--- src/design/srfd_pkg.sv ---
package srfd_pkg;

    localparam logic [7:0] OPT_END    = 8'h00;
    localparam logic [7:0] OPT_NOOP   = 8'h01;
    localparam logic [7:0] OPT_LOOSE  = 8'h83;
    localparam logic [7:0] OPT_STRICT = 8'h89;

    localparam logic [5:0] FIXED_HDR     = 6'd20;
    localparam logic [5:0] DST_FIRST     = 6'd16;
    localparam logic [5:0] DST_LAST      = 6'd19;
    localparam logic [5:0] POS_MAX       = 6'd63;
    localparam logic [7:0] ADDR_BYTES    = 8'd4;
    localparam logic [7:0] MIN_OPT_LEN   = 8'd2;
    localparam logic [7:0] MIN_ROUTE_LEN = 8'd2 + ADDR_BYTES;

    typedef enum logic [1:0] {
        OUTCOME_NONE      = 2'd0,
        OUTCOME_FOUND     = 2'd1,
        OUTCOME_MALFORMED = 2'd2,
        OUTCOME_TRUNCATED = 2'd3
    } outcome_t;

    typedef enum logic [4:0] {
        PH_TYPE  = 5'b00001,
        PH_LEN   = 5'b00010,
        PH_SKIP  = 5'b00100,
        PH_ROUTE = 5'b01000,
        PH_DONE  = 5'b10000
    } phase_t;

    typedef struct packed {
        logic        route_found;
        logic [31:0] final_dst;
        logic [31:0] header_dst;
        outcome_t    outcome;
    } result_t;

endpackage

--- src/design/ipv4_source_route_final_dst.sv ---
// channel   direction  tdata                                  tuser / tlast
// s_axis    in         [7:0] hdr_byte                         tlast: last_byte
// m_axis    out        [31:0] final_dst, [63:32] header_dst   tuser: [0] route_found,
//                                                             [2:1] outcome
// one byte per cycle sustained: input register, one step of byte logic, result register
// a transfer is taken every cycle unless the result register is full and stalled on a last byte
// a result appears on m_axis the cycle after its last byte leaves the input register
// rst_n is asynchronous and returns the parser to byte 0 of a new header
// bytes with no last mark never wait on the output side
module ipv4_source_route_final_dst
(
    input  logic        clk,
    input  logic        rst_n,
    input  logic        s_axis_tvalid,
    output logic        s_axis_tready,
    input  logic [7:0]  s_axis_tdata,   // hdr_byte
    input  logic        s_axis_tlast,
    output logic        m_axis_tvalid,
    input  logic        m_axis_tready,
    output logic [63:0] m_axis_tdata,   // final_dst, header_dst
    output logic [2:0]  m_axis_tuser    // route_found, outcome
);

    logic              in_valid_reg;
    logic [7:0]        in_byte_reg;
    logic              in_last_reg;
    logic              out_valid_reg;
    srfd_pkg::result_t out_reg;
    srfd_pkg::result_t walk_result;
    logic              process;
    logic              out_free;

    assign out_free      = !out_valid_reg || m_axis_tready;
    assign process       = in_valid_reg && (!in_last_reg || out_free);
    assign s_axis_tready = !in_valid_reg || process;

    srfd_walk u_walk
    (
        .clk       (clk),
        .rst_n     (rst_n),
        .step      (process),
        .hdr_byte  (in_byte_reg),
        .last_byte (in_last_reg),
        .result    (walk_result)
    );

    always_ff @(posedge clk or negedge rst_n)
    begin
        if (!rst_n)
        begin
            in_valid_reg <= 1'b0;
        end
        else if (s_axis_tready)
        begin
            in_valid_reg <= s_axis_tvalid;
        end
    end

    always_ff @(posedge clk)
    begin
        if (s_axis_tvalid && s_axis_tready)
        begin
            in_byte_reg <= s_axis_tdata;
            in_last_reg <= s_axis_tlast;
        end
    end

    always_ff @(posedge clk or negedge rst_n)
    begin
        if (!rst_n)
        begin
            out_valid_reg <= 1'b0;
        end
        else if (out_free)
        begin
            out_valid_reg <= process && in_last_reg;
        end
    end

    always_ff @(posedge clk)
    begin
        if (process && in_last_reg)
        begin
            out_reg <= walk_result;
        end
    end

    assign m_axis_tvalid = out_valid_reg;
    assign m_axis_tdata  = {out_reg.header_dst, out_reg.final_dst};
    assign m_axis_tuser  = {out_reg.outcome, out_reg.route_found};

    a_found_code: assert property (@(posedge clk) disable iff (!rst_n)
        out_valid_reg |-> out_reg.route_found == (out_reg.outcome == srfd_pkg::OUTCOME_FOUND))
        else $error("route flag disagrees with outcome");

    a_dst_copy: assert property (@(posedge clk) disable iff (!rst_n)
        out_valid_reg && !out_reg.route_found |-> out_reg.final_dst == out_reg.header_dst)
        else $error("final destination differs without a route");

    a_in_kept: assert property (@(posedge clk) disable iff (!rst_n)
        in_valid_reg && !process |=> in_valid_reg)
        else $error("held byte dropped");

    a_last_waits: assert property (@(posedge clk) disable iff (!rst_n)
        in_valid_reg && in_last_reg && out_valid_reg && !m_axis_tready |-> !process)
        else $error("result overwritten while stalled");

endmodule

--- src/design/srfd_walk.sv ---
module srfd_walk
(
    input  logic                    clk,
    input  logic                    rst_n,
    input  logic                    step,
    input  logic [7:0]              hdr_byte,
    input  logic                    last_byte,
    output srfd_pkg::result_t       result
);

    logic [5:0]         byte_pos_reg;
    logic [5:0]         byte_pos_next;
    logic [5:0]         hdr_bytes_reg;
    logic [5:0]         hdr_bytes_next;
    logic [31:0]        dst_word_reg;
    logic [31:0]        dst_word_next;
    logic [31:0]        route_word_reg;
    logic [31:0]        route_word_next;
    srfd_pkg::phase_t   phase_reg;
    srfd_pkg::phase_t   phase_next;
    logic [7:0]         left_reg;
    logic [7:0]         left_next;
    logic               kind_reg;
    logic               kind_next;
    srfd_pkg::outcome_t verdict_reg;
    srfd_pkg::outcome_t verdict_next;

    logic               walk_en;
    logic [6:0]         room;
    logic [7:0]         min_len;
    logic [7:0]         left_dec;
    srfd_pkg::outcome_t code;

    always_comb
    begin
        hdr_bytes_next  = hdr_bytes_reg;
        dst_word_next   = dst_word_reg;
        route_word_next = route_word_reg;
        phase_next      = phase_reg;
        left_next       = left_reg;
        kind_next       = kind_reg;
        verdict_next    = verdict_reg;

        if (byte_pos_reg == 6'd0)
        begin
            hdr_bytes_next = {hdr_byte[3:0], 2'b00};
        end
        if (byte_pos_reg >= srfd_pkg::DST_FIRST && byte_pos_reg <= srfd_pkg::DST_LAST)
        begin
            dst_word_next = {dst_word_reg[23:0], hdr_byte};
        end

        room     = {1'b0, hdr_bytes_reg} - {1'b0, byte_pos_reg} + 7'd1;
        min_len  = kind_reg ? srfd_pkg::MIN_ROUTE_LEN : srfd_pkg::MIN_OPT_LEN;
        left_dec = (left_reg != 8'd0) ? left_reg - 8'd1 : left_reg;
        walk_en  = (byte_pos_reg >= srfd_pkg::FIXED_HDR) && (byte_pos_reg < hdr_bytes_reg)
                   && (phase_reg != srfd_pkg::PH_DONE);

        if (walk_en)
        begin
            unique case (phase_reg)
                srfd_pkg::PH_TYPE:
                begin
                    if (hdr_byte == srfd_pkg::OPT_END)
                    begin
                        verdict_next = srfd_pkg::OUTCOME_NONE;
                        phase_next   = srfd_pkg::PH_DONE;
                    end
                    else if (hdr_byte == srfd_pkg::OPT_NOOP)
                    begin
                        phase_next = srfd_pkg::PH_TYPE;
                    end
                    else if ({1'b0, byte_pos_reg} + 7'd1 >= {1'b0, hdr_bytes_reg})
                    begin
                        verdict_next = srfd_pkg::OUTCOME_MALFORMED;
                        phase_next   = srfd_pkg::PH_DONE;
                    end
                    else
                    begin
                        kind_next  = (hdr_byte == srfd_pkg::OPT_LOOSE)
                                     || (hdr_byte == srfd_pkg::OPT_STRICT);
                        phase_next = srfd_pkg::PH_LEN;
                    end
                end
                srfd_pkg::PH_LEN:
                begin
                    if (hdr_byte < min_len || hdr_byte > {1'b0, room})
                    begin
                        verdict_next = srfd_pkg::OUTCOME_MALFORMED;
                        phase_next   = srfd_pkg::PH_DONE;
                    end
                    else
                    begin
                        left_next = hdr_byte - 8'd2;
                        if (kind_reg)
                        begin
                            phase_next = srfd_pkg::PH_ROUTE;
                        end
                        else if (hdr_byte == 8'd2)
                        begin
                            phase_next = srfd_pkg::PH_TYPE;
                        end
                        else
                        begin
                            phase_next = srfd_pkg::PH_SKIP;
                        end
                    end
                end
                srfd_pkg::PH_SKIP:
                begin
                    left_next = left_dec;
                    if (left_dec == 8'd0)
                    begin
                        phase_next = srfd_pkg::PH_TYPE;
                    end
                end
                srfd_pkg::PH_ROUTE:
                begin
                    if (left_reg <= srfd_pkg::ADDR_BYTES)
                    begin
                        route_word_next = {route_word_reg[23:0], hdr_byte};
                    end
                    left_next = left_dec;
                    if (left_dec == 8'd0)
                    begin
                        verdict_next = srfd_pkg::OUTCOME_FOUND;
                        phase_next   = srfd_pkg::PH_DONE;
                    end
                end
                srfd_pkg::PH_DONE:
                begin
                    phase_next = srfd_pkg::PH_DONE;
                end
                default:
                begin
                    phase_next = phase_reg;
                end
            endcase
        end

        byte_pos_next = (byte_pos_reg == srfd_pkg::POS_MAX) ? byte_pos_reg
                                                             : byte_pos_reg + 6'd1;

        // truncation wins over everything else
        if (byte_pos_next < hdr_bytes_next)
        begin
            code = srfd_pkg::OUTCOME_TRUNCATED;
        end
        else if (hdr_bytes_next < srfd_pkg::FIXED_HDR)
        begin
            code = srfd_pkg::OUTCOME_MALFORMED;
        end
        else if (phase_next == srfd_pkg::PH_DONE)
        begin
            code = verdict_next;
        end
        else
        begin
            code = srfd_pkg::OUTCOME_NONE;
        end

        result.route_found = (code == srfd_pkg::OUTCOME_FOUND);
        result.final_dst   = (code == srfd_pkg::OUTCOME_FOUND) ? route_word_next
                                                               : dst_word_next;
        result.header_dst  = dst_word_next;
        result.outcome     = code;
    end

    always_ff @(posedge clk or negedge rst_n)
    begin
        if (!rst_n)
        begin
            byte_pos_reg   <= 6'd0;
            hdr_bytes_reg  <= 6'd0;
            dst_word_reg   <= 32'd0;
            route_word_reg <= 32'd0;
            phase_reg      <= srfd_pkg::PH_TYPE;
            left_reg       <= 8'd0;
            kind_reg       <= 1'b0;
            verdict_reg    <= srfd_pkg::OUTCOME_NONE;
        end
        else if (step)
        begin
            if (last_byte)
            begin
                byte_pos_reg   <= 6'd0;
                hdr_bytes_reg  <= 6'd0;
                dst_word_reg   <= 32'd0;
                route_word_reg <= 32'd0;
                phase_reg      <= srfd_pkg::PH_TYPE;
                left_reg       <= 8'd0;
                kind_reg       <= 1'b0;
                verdict_reg    <= srfd_pkg::OUTCOME_NONE;
            end
            else
            begin
                byte_pos_reg   <= byte_pos_next;
                hdr_bytes_reg  <= hdr_bytes_next;
                dst_word_reg   <= dst_word_next;
                route_word_reg <= route_word_next;
                phase_reg      <= phase_next;
                left_reg       <= left_next;
                kind_reg       <= kind_next;
                verdict_reg    <= verdict_next;
            end
        end
    end

    a_restart: assert property (@(posedge clk) disable iff (!rst_n)
        step && last_byte |=> byte_pos_reg == 6'd0 && phase_reg == srfd_pkg::PH_TYPE)
        else $error("walker not restarted after a header");

    a_saturate: assert property (@(posedge clk) disable iff (!rst_n)
        step && !last_byte && byte_pos_reg == srfd_pkg::POS_MAX |=> byte_pos_reg == srfd_pkg::POS_MAX)
        else $error("byte position wrapped");

    a_done_holds: assert property (@(posedge clk) disable iff (!rst_n)
        step && !last_byte && phase_reg == srfd_pkg::PH_DONE |=> phase_reg == srfd_pkg::PH_DONE)
        else $error("walk resumed after a verdict");

endmodule

--- config.mk ---
export PLATFORM = sky130hd
export DESIGN_NAME = ipv4_source_route_final_dst
export DESIGN_NICKNAME = d
export VERILOG_FILES = /design/src/design/srfd_pkg.sv /design/src/design/ipv4_source_route_final_dst.sv /design/src/design/srfd_walk.sv
export SDC_FILE = /design/constraint.sdc
export NUM_CORES = 1
export LEC_CHECK = 0
export ABC_AREA = 1
export BUFFER_PORTS_ARGS = -buffer_cell sky130_fd_sc_hd__clkbuf_2
export CAP_MARGIN = 20
export CORE_ASPECT_RATIO = 0.8
export CORE_MARGIN = 5
export CORE_UTILIZATION = 55
export CTS_CLUSTER_DIAMETER = 200
export CTS_CLUSTER_SIZE = 24
export DETAILED_ROUTE_END_ITERATION = 8
export HOLD_SLACK_MARGIN = 0.03
export PLACE_DENSITY = 0.74
export SLEW_MARGIN = 20
export SYNTH_ARGS = -nofsm -noshare
export SYNTH_HDL_FRONTEND = slang
export SYNTH_SLANG_ARGS = --single-unit
--- constraint.sdc ---
create_clock -name clk -period 8.3 [get_ports clk]
set_clock_uncertainty 0.2 [all_clocks]
set_input_delay 1.66 -clock clk [delete_from_list [all_inputs] [get_ports clk]]
set_output_delay 1.66 -clock clk [all_outputs]
set_load 0.02 [all_outputs]
==> flow_summary.json, run 1 <==
{
  "status": "finished clean",
  "crit_required_ns": 8.29,
  "clk_latency_ns": 0.44,
  "fin_total_pwr_mw": 2.360,
  "min_from": "u_walk.route_word_reg[31]",
  "final_cell_mix": "inv_1 (197), nand2_1 (177), dfrtp_1 (93), clkbuf_2 (80), edfxtp_1 (76)",
  "netlist_instances": 1065,
  "place_area_um2": 10090,
  "max_stage_delay_ns": 0.41,
  "max_slew_margin": 0.2777,
  "grt_pass1_wl_um": 36990,
  "min_period_over_period": 0.5630,
  "clockPowerShare": 0.345,
  "setup_viol": 0,
  "die-height_um": 128.1,
  "drt_first_pass_iters": 5,
  "fmax_mhz": 214.0,
  "grt_pass1_vias": 6978,
  "timing_max_transition_violations_final": 0,
  "async_flop_share": 0.5529,
  "largest_register_ffs": 64,
  "path_class": "reg -> reg",
  "grt-ovfl-total": 0,
  "syn_area_um2": 9584,
  "dr_total_vias": 7456,
  "path_depth": 25,
  "ys_ff_latch": 170,
  "antenna_found_initial": 0,
  "cts_hold_buf": 0,
  "reg2reg_slack_ns": 3.63,
  "cts_setup_buffers": 0,
  "cts.path.max_buffers": 2,
  "layout-drive-gt1-share": 0.2016,
  "start_util": 0.5567,
  "cellLeakagePower_nw": 5.461,
  "min_to": "u_walk.route_word_reg[31]",
  "arrival_ns": 4.67,
  "antennaDiodeCount": 0,
  "mostFrequentLayoutCell": "inv_1",
  "track_usage": 0.2341,
  "fp.dieArea_um2": 20180,
  "power_frac_comb": 0.255,
  "numCtsBuffers": 17,
  "cellPowerDensity_nw_per_um2": 220.3,
  "critPathBufInv": 4,
  "startpoint": "u_walk.hdr_bytes_reg[1]",
  "p_int_mw": 1.519,
  "grt_max_degree": 73,
  "end_kind": "register",
  "cts_resized": 0,
  "reg2reg_from": "u_walk.hdr_bytes_reg[1]",
  "avgSynthCellArea_um2": 8.999,
  "cts_sinks": 170,
  "ant_nets": 0,
  "crit_slowest_cell": "fa_1",
  "htree_levels": 4,
  "dp_hpwl_um": 16100,
  "totalWireLength_um": 22950,
  "path_max_fanout": 33,
  "wire_per_inst_um": 16.80,
  "drcViolationCount": 0,
  "p_sw_mw": 0.8410,
  "ir_worst_vdd_mv": 0.1500,
  "chipWidth_um": 157.6,
  "io_buffers": 81,
  "row_count": 43,
  "finalNetCount": 1183,
  "core_um2": 17220,
  "routabilityCongestion": 0.9532,
  "worst_pin_slew_ns": 1.080,
  "hold_viol_final": 0,
  "hold_depth": 2,
  "cap_violations": 0,
  "worstRegToRegCells": 25,
  "nFillCells": 1445,
  "ys.warnings.count": 0,
  "final_cell_area_um2": 10720,
  "clkTransAtPathRegs_ns": 0.07,
  "rsz0062_at_grt": "false",
  "crit_family": "simple AND/OR/NAND/NOR gates",
  "synth_ff_type": "dfrtp_1",
  "p_seq_frac": 0.401,
  "r2r_end": "m_axis_tdata[23]",
  "synth_nets": 1120,
  "synth_cell_types": 49,
  "hold_class": "reg -> reg",
  "cts_tree": "yes",
  "startpoint_type": "register",
  "fin_crit_ns": 4.673,
  "swShare": 0.3563,
  "area_delta_synth_final_pct": 11.80,
  "fin_setup_tns_ns": 0,
  "yosysSeqAreaShare": 0.4837,
  "routed_via_density": 5.458,
  "drtIter0Drc": 583,
  "clockRootBuffer": "clkbuf_16",
  "ios": 82,
  "synth-edff-count": 76
}
-- cells in the mapped netlist (4+ instances only) --
| master | number | area share |
|---|---|---|
| nor4_1 | 4 | 0.0026 |
| nand3_1 | 55 | 0.029 |
| inv_1 | 198 | 0.078 |
| nand4_1 | 14 | 0.0091 |
| nand2_2 | 39 | 0.025 |
| nand2_4 | 32 | 0.038 |
| nor2_2 | 7 | 0.0046 |
| dfrtp_1 | 93 | 0.24 |
| o21ai_1 | 7 | 0.0037 |
| o2111ai_1 | 4 | 0.0037 |
| o21ai_0 | 56 | 0.029 |
| nand3_2 | 5 | 0.0052 |
| nand2_1 | 178 | 0.070 |
| edfxtp_1 | 76 | 0.24 |
| o21a_1 | 33 | 0.026 |
| inv_2 | 10 | 0.0039 |
| clkbuf_1 | 32 | 0.013 |
| o22ai_1 | 68 | 0.044 |
| nor2_4 | 5 | 0.0059 |
| a21oi_1 | 17 | 0.0089 |
| xor2_1 | 9 | 0.0082 |
| ha_1 | 41 | 0.054 |
| nor2_1 | 43 | 0.017 |
-- stage by stage --
step	util	cells	hold slack [ns]	setup WS (ns)
global placement	0.5863	1334	0.2667	3.723
floorplan	-	1065	0.2534	3.748
global route	0.6224	1366	0.3175	3.165
finish	0.6224	1366	0.2871	3.627
detailed placement	0.5863	1334	0.2753	3.627
CTS	0.6224	1366	0.2925	3.606
-- logic make-up after synthesis --
| group | Yosys count | synth area share |
|---|---|---|
| XOR/XNOR | 11 | 0.01005 |
| flip-flops | 170 | 0.4837 |
| AO/OA/AOI/OAI | 198 | 0.1278 |
| buffers and inverters | 251 | 0.1056 |
| AND/OR/NAND/NOR | 393 | 0.2172 |
| adder cells (fa/ha/maj) | 42 | 0.05561 |
-- final cells by class --
class                      count  area (µm²)  area share
timing repair buffer          86       445.4     0.04157
clock buffer                  17       425.4     0.03970
sequential                   170        4636      0.4326
tap                          225       281.5     0.02627
inverter                     209       787.0     0.07345
clock inverter                15       196.4     0.01833
multi-input combinational    644        3944      0.3681
-- worst reg2reg max path: stages, from the launching register on --
cell      delay [ns]
dfrtp_1         0.38
inv_1           0.12
ha_1            0.26
inv_2           0.06
ha_1            0.16
inv_1           0.05
fa_1            0.41
o221ai_1        0.25
xnor2_1         0.15
ha_1            0.26
a21oi_1         0.15
nor2_1          0.05
nor2_1          0.08
nand2_1         0.06
nand2_1         0.06
nand2_1         0.09
nor2_1          0.22
nand3_1         0.19
nand3_4         0.14
nor2_4          0.05
nand3_2         0.07
nand2_4         0.06
inv_4           0.27
nand2_8         0.40
nand2_4         0.20
nand2_2         0.05
-- per-layer routing --
metal / routed length (µm) / vias to the layer above / track usage / part of all wire
li1: - / 3628 / - / -
met1: 10430 / 3532 / 0.3570 / 0.45
met2: 10280 / 266 / 0.3474 / 0.45
met3: 1886 / 30 / 0.03847 / 0.082
met4: 352 / 0 / 0.06576 / 0.015
met5: 0 / - / 0 / 0
-- power by group through the flow --
stage,logic [mW],registers [mW],clock network [mW]
after floorplan,0.470,0.972,0
after global placement,0.589,0.961,0
after detailed placement,0.598,0.962,0
after CTS,0.602,0.945,0.820
after global routing,0.682,0.949,0.859
final,0.602,0.945,0.813
-- how the worst max path moves through the flow --
stage | to
floorplan | u_walk.left_reg[0]
global placement | m_axis_tdata[31]
finish | m_axis_tdata[23]
detailed placement | m_axis_tdata[23]
CTS | m_axis_tdata[23]
global route | m_axis_tdata[31]
Note: power is estimated with default switching activity, not from simulation.
==> run 2: changes to the inputs <==
- PLACE_DENSITY: 0.74 -> 0.77
- clock period: 8.3 -> 3.9 ns (I/O delays scaled with it)
==> run 2 against run 1 <==
Net effect: the run now ends with setup timing left; cell count increased by 3.2%; design area up 6.8%; critical path depth grew 1; non-clock buffer count rose by 44; critical path type unchanged; largest cell class unchanged.
==> flow_summary.json, run 2 (same netlist as run 1, synthesis figures left out) <==
{
  "totalWireLength_um": 24310,
  "grt-ovfl-total": 0,
  "dr_total_vias": 7692,
  "mostFrequentLayoutCell": "inv_1",
  "cellPowerDensity_nw_per_um2": 479.5,
  "largest_register_ffs": 64,
  "chipWidth_um": 157.6,
  "cp_common_cell": "nand2_2",
  "drt_first_pass_iters": 5,
  "cts_tree": "yes",
  "row_count": 43,
  "start_util": 0.5567,
  "antenna_found_initial": 0,
  "place_inst": 1373,
  "core_um2": 17220,
  "pre_cts_slack_ns": -0.2819,
  "grt_pass1_wl_um": 38910,
  "max_stage_delay_ns": 0.40,
  "cts_sinks": 170,
  "rsz0062_at_grt": "true",
  "final_cell_mix": "inv_1 (194), nand2_1 (170), dfrtp_1 (93), clkbuf_2 (80), edfxtp_1 (76)",
  "hold_viol_final": 0,
  "ios": 82,
  "min_period_over_period": 1.024,
  "cellLeakagePower_nw": 5.744,
  "setup_viol": 32,
  "drtIter0Drc": 727,
  "path_max_fanout": 6,
  "violations": "setup timing",
  "crit_required_ns": 3.89,
  "numCtsBuffers": 17,
  "fin_setup_tns_ns": -2.475,
  "layout_setup_ws_ns": -0.09372,
  "crit_slowest_cell": "dfrtp_1",
  "area_delta_synth_final_pct": 19.41,
  "finalNetCount": 1227,
  "worst_pin_slew_ns": 0.7903,
  "clk_latency_ns": 0.43,
  "grt_max_degree": 81,
  "grt_pass1_vias": 7219,
  "hold_class": "in -> async",
  "status": "complete, but fails checks",
  "htree_levels": 4,
  "fmax_mhz": 250.4,
  "ir_worst_vdd_mv": 0.3596,
  "cap_violations": 0,
  "io_buffers": 81,
  "cts.path.max_buffers": 2,
  "ant_nets": 0,
  "dp_hpwl_um": 16960,
  "max_slew_margin": 0.4731,
  "final_cell_area_um2": 11440,
  "layout-drive-gt1-share": 0.2700,
  "antennaDiodeCount": 0,
  "routed_via_density": 5.455,
  "wire_per_inst_um": 17.24,
  "path_class": "reg -> reg",
  "nFillCells": 1318,
  "end_kind": "register",
  "drcViolationCount": 0,
  "fp.dieArea_um2": 20180,
  "arrival_ns": 3.99,
  "track_usage": 0.2470,
  "clockRootBuffer": "clkbuf_16",
  "fin_cells": 1410,
  "place_area_um2": 10470,
  "timing_max_transition_violations_final": 0,
  "routabilityCongestion": 0.9029,
  "fin_crit_ns": 3.994,
  "die-height_um": 128.1,
  "startpoint_type": "register",
  "clkTransAtPathRegs_ns": 0.07
}
-- run 2: changes by cell type in the layout (fill, tap and decap cells not counted), sizes merged --
cell / previous run / this run
bufinv: 0 / 1
clkinvlp: 0 / 2
inv: 215 / 217
clkinv: 9 / 4
buf: 6 / 50
-- run 2: metrics by stage --
step	power, mW	util	hold slack (ns)
5_1_grt	5.776	0.6648	0.2554
6_report	5.488	0.6648	0.1922
2_1_floorplan	3.070	-	0.2534
4_1_cts	5.365	0.6545	0.2940
3_3_place_gp	3.479	0.6084	0.2692
3_5_place_dp	3.515	0.6084	0.2769
-- run 2: power by group --
part           total [mW]  internal [mW]  switching, mW
clock                1.75          0.930          0.815
combinational        1.74          0.681           1.06
sequential           2.01           1.95         0.0571
-- run 2: worst max-delay path: cells and delay by family (launching register included) --
family,cells,cell delay (ns)
adders and majority gates,4,1.00
and+or+nand+nor,13,1.04
DFF,1,0.40
buffers and inverters,5,0.46
xor gates and xnor gates,1,0.14
AOI/OAI and AO/OA,3,0.51
-- run 2: final cells by class --
type,instances,area (µm²),area share
clock buffers,17,425.4,0.03717
clock inverters,15,195.2,0.01705
flip-flops and latches,170,4636,0.4051
well taps,225,281.5,0.02460
repair buffers,130,918.4,0.08025
inverters,209,792.0,0.06920
multi-input cells,644,4197,0.3667
-- run 2: per-layer routing --
metal,GRT usage,wire length [µm],up-vias
li1,-,-,3732
met2,0.3760,11060,285
met3,0.05096,1740,27
met1,0.3676,11250,3648
met4,0.05513,272,0
met5,0,0,-
-- run 2: repair_timing --
| action | CTS | global route |
|---|---|---|
| pin swaps | 19 | 22 |
| hold buffers | 0 | 0 |
| endpoints found under the setup margin | 34 | 38 |
| cloned | 2 | 0 |
| buffers inserted | 3 | 1 |
| gates resized for setup | 25 | 34 |
-- run 2: path summary, 6_finish.rpt --
kind | start | endpoint | slack, ns | cells past startpoint
max in group asynchronous | rst_n | u_walk.dst_word_reg[18] | 2.62 | 2
min in group clk | u_walk.route_word_reg[24] | u_walk.route_word_reg[24] | 0.29 | 2
worst min-delay path | rst_n | u_walk.hdr_bytes_reg[1] | 0.19 | 1
worst min register to register | u_walk.route_word_reg[24] | u_walk.route_word_reg[24] | 0.29 | 2
worst max register to register | u_walk.hdr_bytes_reg[1] | m_axis_tdata[18] | -0.09 | 26
worst max-delay path | u_walk.hdr_bytes_reg[1] | m_axis_tdata[18] | -0.09 | 26
